## config.mk

```make
export PLATFORM = sky130hd
export DESIGN_NAME = sfm_front
export DESIGN_NICKNAME = d
export VERILOG_FILES = /design/src/design/sfm_pkg.sv /design/src/design/sfm_front.sv
export SDC_FILE = /design/constraint.sdc
export NUM_CORES = 1
export LEC_CHECK = 0
export BUFFER_PORTS_ARGS = -buffer_cell sky130_fd_sc_hd__buf_2
export CAP_MARGIN = 0
export CORE_UTILIZATION = 47
export DETAILED_ROUTE_END_ITERATION = 12
export PLACE_DENSITY = 0.75
export SETUP_SLACK_MARGIN = 0.3
export SLEW_MARGIN = 15
export SYNTH_ARGS = -nofsm -noshare
export SYNTH_HDL_FRONTEND = slang
export SYNTH_SLANG_ARGS = --single-unit
```

## constraint.sdc

```tcl
create_clock -name clk -period 2.8 [get_ports clk]
set_input_delay 0.56 -clock clk [delete_from_list [all_inputs] [get_ports clk]]
set_output_delay 0.56 -clock clk [all_outputs]
set_load 0.01 [all_outputs]
```

## src/design/sfm_pkg.sv

```systemverilog
// Shared types and constants for the symbol frequency model builder.
// Used by sfm_front, sfm_back and symbol_frequency_model_builder.
package sfm_pkg;

    localparam logic [31:0] CAP_RESET   = 32'd8192;
    localparam int          QUEUE_DEPTH = 4;
    localparam int          QPTR_W      = 2;
    localparam int          QCNT_W      = 3;

    typedef enum logic [2:0] {
        CMD_CLEAR  = 3'd0,
        CMD_COUNT  = 3'd1,
        CMD_LOAD   = 3'd2,
        CMD_FINAL  = 3'd3,
        CMD_LOOKUP = 3'd4
    } cmd_t;

    typedef enum logic [2:0] {
        OP_CLEAR,
        OP_COUNT,
        OP_LOAD,
        OP_FINAL,
        OP_LOOKUP
    } op_kind_t;

    typedef struct packed {
        cmd_t        cmd;
        logic [8:0]  symbol;
        logic [31:0] load_count;
    } in_t;

    typedef struct packed {
        logic [31:0] lower_bound;
        logic [31:0] upper_bound;
        logic [31:0] total_count;
        logic        was_sampled;
    } out_t;

    typedef struct packed {
        op_kind_t    kind;
        logic        hit;
        logic [8:0]  symbol;
        logic [31:0] load_count;
    } op_t;

    typedef struct packed {
        logic pop;
        logic init;
    } bk_status_t;

    typedef enum logic [3:0] {
        S_INIT,
        S_IDLE,
        S_CLEAR,
        S_CNT_RD,
        S_CNT_WR,
        S_LOAD,
        S_FIN,
        S_FIN_EOM,
        S_LKP_RD,
        S_LKP_OUT
    } bk_state_t;

endpackage

```

## src/design/sfm_front.sv

```systemverilog
// Front end: command accept, classification and operation queue.
// Depends on sfm_pkg; feeds sfm_back.
module sfm_front
    import sfm_pkg::*;
#(
    parameter int NUM_SYMBOLS = 257
)
(
    input  logic       clk,
    input  logic       rst_n,
    input  logic       start,
    input  in_t        item,
    output logic       busy,
    input  bk_status_t status,
    output op_t        q_head,
    output logic       q_valid
);

    op_t                q_mem [QUEUE_DEPTH];
    logic [QPTR_W-1:0]  wr_ptr_reg, wr_ptr_next;
    logic [QPTR_W-1:0]  rd_ptr_reg, rd_ptr_next;
    logic [QCNT_W-1:0]  count_reg, count_next;
    logic               full;
    logic               accept;
    logic               keep;
    logic               push;
    op_t                op_in;

    assign full    = (count_reg == QCNT_W'(QUEUE_DEPTH));
    assign busy    = full || status.init;
    assign accept  = start && !busy;
    assign push    = accept && keep;
    assign q_valid = (count_reg != '0);
    assign q_head  = q_mem[rd_ptr_reg];

    always_comb
    begin
        keep             = 1'b0;
        op_in.kind       = OP_CLEAR;
        op_in.hit        = (32'(item.symbol) < 32'(NUM_SYMBOLS));
        op_in.symbol     = item.symbol;
        op_in.load_count = item.load_count;
        case (item.cmd)
            CMD_CLEAR:
            begin
                keep       = 1'b1;
                op_in.kind = OP_CLEAR;
            end
            CMD_COUNT:
            begin
                keep       = (32'(item.symbol) < 32'(NUM_SYMBOLS - 1));
                op_in.kind = OP_COUNT;
            end
            CMD_LOAD:
            begin
                keep       = (32'(item.symbol) < 32'(NUM_SYMBOLS - 1));
                op_in.kind = OP_LOAD;
            end
            CMD_FINAL:
            begin
                keep       = 1'b1;
                op_in.kind = OP_FINAL;
            end
            CMD_LOOKUP:
            begin
                keep       = 1'b1;
                op_in.kind = OP_LOOKUP;
            end
            default:
            begin
                keep = 1'b0;
            end
        endcase
    end

    always_comb
    begin
        wr_ptr_next = push ? wr_ptr_reg + QPTR_W'(1) : wr_ptr_reg;
        rd_ptr_next = status.pop ? rd_ptr_reg + QPTR_W'(1) : rd_ptr_reg;
        count_next  = count_reg;
        if (push && !status.pop)
        begin
            count_next = count_reg + QCNT_W'(1);
        end
        else if (!push && status.pop)
        begin
            count_next = count_reg - QCNT_W'(1);
        end
    end

    always_ff @(posedge clk)
    begin
        if (push)
        begin
            q_mem[wr_ptr_reg] <= op_in;
        end
    end

    always_ff @(posedge clk or negedge rst_n)
    begin
        if (!rst_n)
        begin
            wr_ptr_reg <= '0;
            rd_ptr_reg <= '0;
            count_reg  <= '0;
        end
        else
        begin
            wr_ptr_reg <= wr_ptr_next;
            rd_ptr_reg <= rd_ptr_next;
            count_reg  <= count_next;
        end
    end

    a_no_overflow: assert property (@(posedge clk) disable iff (!rst_n)
        count_reg <= QCNT_W'(QUEUE_DEPTH))
        else $error("queue count above depth");

    a_pop_nonempty: assert property (@(posedge clk) disable iff (!rst_n)
        status.pop |-> q_valid)
        else $error("pop from empty queue");

    a_no_accept_init: assert property (@(posedge clk) disable iff (!rst_n)
        status.init |-> !push)
        else $error("transfer during init sweep");

endmodule

```

# Word level (Yosys, flattened, before mapping)
# Memories as Yosys holds them, arrays and structs flattened.
# Cells that the tools add are included.
dict set report classes {
  reduce_logical 13
  magnitude_cmp 2
  mux 6
  eq_ne 5
  n_addsub 4
}
# op n
set op_table {}
lappend op_table {{$lt 9x9->1 const B} 2}
lappend op_table {{$pmux 3 s4} 1}
lappend op_table {{$eq 3x2->1 const B} 2}
lappend op_table {{$eq 3x3->1 const B} 2}
lappend op_table {{$mux 3} 2}
lappend op_table {{$add 2x1->2 const B} 2}
lappend op_table {{$logic_and 1x1->1} 4}
lappend op_table {{$add 3x1->3 const B} 1}
lappend op_table {{$eq 3x1->1 const B} 1}
lappend op_table {{$logic_not 1->1} 3}
lappend op_table {{$logic_not 3->1} 1}
lappend op_table {{$reduce_bool 3->1} 1}
lappend op_table {{$reduce_or 3->1} 1}
lappend op_table {{$sub 3x1->3 const B} 1}
lappend op_table {{$mux 1} 2}
lappend op_table {{$pmux 1 s2} 1}
lappend op_table {{$reduce_bool 2->1} 1}
lappend op_table {{$reduce_or 2->1} 1}
lappend op_table {{$logic_or 1x1->1} 1}
dict set report totals {
  ram_bits 180
  input_bits 49
  memories 1
  register_bits 7
  out_inout_bits 47
  elab_cells 34
}
# name depth width read_ports rd_ports_with_merged_regs write_ports line
set memory_table {}
lappend memory_table {q_mem 4 45 1 0 1 sfm_front.sv:19} ;# op_t q_mem [QUEUE_DEPTH];

# Logic depth before layout (Yosys ltp)
dict set report logic_depth {
  word_depth 9
  ltp_mapped 8
}

# Worst setup path before layout
# OpenSTA, ideal clock, no wires.
dict set report synth_path {
  path_type {input to register}
  startpoint {input port item[42] in the netlist's numbering}
  endpoint {memory q_mem[3][0] in the netlist's numbering, enable pin}
  t_required_ps 2393
  t_arrival_ps 2439
  setup_slack_ps -46
  stages 3
  cell_sequence {o22a_1 a2111oi_4 and2_1}
}
dict set report synth_via {
  elab_chain_cells 6
  elab_cells_between_ends 11
}
# element line
set synth_rtl {}
lappend synth_rtl {{start, declared} sfm_front.sv:12} ;# input in_t item,
lappend synth_rtl {{$eq 3x3->1 (tied with other cells)} sfm_front.sv:43} ;# case (item.cmd)
lappend synth_rtl {{$reduce_or 3->1 (no source line) / $reduce_or 2->1 (equally long branches)} n/a}
lappend synth_rtl {{$pmux 1 s2 (*)} sfm_front.sv:43}
lappend synth_rtl {{$logic_and 1x1->1 (*)} sfm_front.sv:32} ;# assign push = accept && keep;
lappend synth_rtl {{via push} sfm_front.sv:26} ;# logic push;
lappend synth_rtl {{$mux 1 (*)} sfm_front.sv:93} ;# if (push)
lappend synth_rtl {{$mux 1 (not written as such) (*)} sfm_front.sv:95} ;# q_mem[wr_ptr_reg] <= op_in;
lappend synth_rtl {{end, declared} sfm_front.sv:19}
# The timed path passes the listed nets; every way through them passes the cells marked *.

==> flow_summary.json <==
{
  "outcome": "finished, final reports clean",
  "synth.avg_cell_area_um2": 24.9,
  "initial_core_util_pct": 48.1,
  "fin_cells": 595,
  "fin_crit_sh_pct": 85.3,
  "routabilityCongestion": 0.708,
  "fmax_mhz": 419,
  "port-buffer-count": 95,
  "drive_above_1_share_pct": 47.1,
  "place_inst": 558,
  "maxSlewHeadroom_pct": 63.9,
  "h-tree-depth": 4,
  "clock-sinks": 187,
  "wl_per_cell_um": 19.8,
  "min_path_type": "input port to flop",
  "grt_max_degree": 46,
  "row_count": 44,
  "num_vias": 3147,
  "cap_violations": 0,
  "grt_usage_pct": 16.5,
  "cp-end-kind": "primary output",
  "drv_slew": 0,
  "vias_per_cell": 5.29,
  "critPathLaunchType": "flop",
  "final_common_cell": "edfxtp_1",
  "die_w_um": 124,
  "crit_fanout": 18,
  "nets": 452,
  "worstHoldStart": "item[4]",
  "clk_pin_slew_ns": 0.07,
  "most-common-layout-cells": "edfxtp_1, buf_2, mux4_2",
  "die_y_um": 124,
  "ys_seq_area_share_pct": 80.2,
  "hold_viol": 0,
  "dp_hpwl_um": 7080,
  "overflow": 0,
  "period_needed_ns": 2.39,
  "clockBufferDepth": 2,
  "tightestPinTransition_ns": 0.540,
  "yosys_warnings": 0,
  "grt_pass1_vias": 3295,
  "numCtsBuffers": 17,
  "critical_path_class": "flop to primary output",
  "largest_reg_flops": 180,
  "first_pass_iters": 4,
  "area_growth_pct": 20.7,
  "finalSetupTns_ns": 0,
  "yosys-top-cells-area": "edfxtp_1, mux4_2, dfrtp_1, ha_1, a2111oi_4",
  "r2r-start": "count_reg[1]",
  "die_area_um2": 15300,
  "finalPower_mw": 7.81,
  "grt_pass1_wl_um": 17700,
  "rsz0062_at_grt": "false",
  "synth_top_area_share_pct": 77.7,
  "holdWs_ns": 0.354,
  "core_area_um2": 14500,
  "worst-endpoint-arrival_ns": 1.83,
  "setup_viol": 0,
  "wl_um": 11800,
  "required_ns": 2.24,
  "clock_latency_ns": 0.42,
  "yosys.cell_types.count": 27,
  "synth_seq_cells": 187,
  "syn_inst": 279,
  "ir_worst_vdd_mv": 0.456,
  "netlist_area_um2": 6960,
  "clock_skew_ns": 0.0104,
  "synth_nets": 334,
  "drc": 0,
  "yosys.area.top_type": "edfxtp_1",
  "cp-startpoint": "rd_ptr_reg[0]",
  "io_pins": 96,
  "drtAntennaViolNets": 0,
  "p_per_area_nw_per_um2": 929,
  "p_leak_nw": 2.87,
  "drt-initial-drc-count": 176,
  "cts_root_buf": "clkbuf_16",
  "cts_tree": "done",
  "rrSetupSlack_ns": 0.82,
  "antenna_found_initial": 1
}
-- layout make-up --
class                      count  area (µm²)
antenna                        1        2.50
clock buffer                  20         447
clock inverter                12         141
fill                        1032        6080
inverter                       5        18.8
multi-input combinational     77        1320
sequential                   187        5590
tap                          184         230
timing repair buffer         109         658
-- final timing paths --
check | cells after the start | endpoint
worst max-delay path | 3 | q_head[0]
worst min-delay path | 1 | q_mem[1][4]
worst max register to register | 6 | count_reg[1]
worst min register to register | 1 | count_reg[2]
max in group asynchronous | 2 | rd_ptr_reg[0]
min in group asynchronous | 2 | wr_ptr_reg[0]
-- critical path, stage by stage, from the launching register on --
cell and delay [ns]:
dfrtp_4 0.50, buf_12 0.21, mux4_2 0.54, buf_2 0.16
-- timing repair --
item	CTS	global route
endpoints found under the setup margin	32	0
hold endpoints to repair	7	0
gates resized for setup	0	0
hold buffers	1	0
buffers inserted	3	0
-- logic make-up after synthesis --
group / share of synthesized area (%)
flip-flops: 80.2
buffers and inverters: 0.953
AND/OR/NAND/NOR: 1.40
adder cells (fa/ha/maj): 1.19
XOR/XNOR: 0.755
multiplexers: 14.9
AO/OA/AOI/OAI: 0.593
-- power breakdown --
group / internal (mW) / switching [mW] / leakage, nW / total, mW
Clock: 1.35 / 0.990 / 0.280 / 2.34
Combinational: 1.07 / 1.01 / 0.886 / 2.07
Sequential: 3.29 / 0.101 / 1.71 / 3.39
Total: 5.71 / 2.10 / 2.87 / 7.81
-- cell usage after synthesis --
master,n
dfrtp_1,7
o22a_1,1
nor2_1,1
nor3b_1,2
buf_1,3
and2_2,2
nor2b_1,2
fa_1,1
and2_1,2
inv_1,5
mux4_2,45
clkbuf_1,1
mux2_2,1
or4_1,2
xnor2_1,3
a2111oi_4,1
or2_2,1
nand3b_1,1
mux2_4,1
ha_1,5
buf_2,5
o21ai_0,1
or3_1,1
buf_4,1
xor2_1,3
edfxtp_1,180
nand2_1,1
-- per-layer routing --
| layer | track usage [%] | vias up | routed length (µm) |
|---|---|---|---|
| li1 | - | 1414 | - |
| met1 | 21.5 | 1637 | 5190 |
| met2 | 26.5 | 79 | 5900 |
| met3 | 4.85 | 15 | 548 |
| met4 | 5.65 | 2 | 140 |
| met5 | 0 | - | 17 |
-- per-stage QoR --
| stage | util (%) | area [µm²] | worst slack, ns |
|---|---|---|---|
| after floorplan | - | 6960 | 0.384 |
| after global placement | 53.7 | 7780 | 0.354 |
| after detailed placement | 53.7 | 7780 | 0.292 |
| after CTS | 58.0 | 8400 | 0.358 |
| after global routing | 58.0 | 8400 | 0.314 |
| final | 58.0 | 8400 | 0.412 |
No activity file was read; power rests on OpenSTA's default activity.
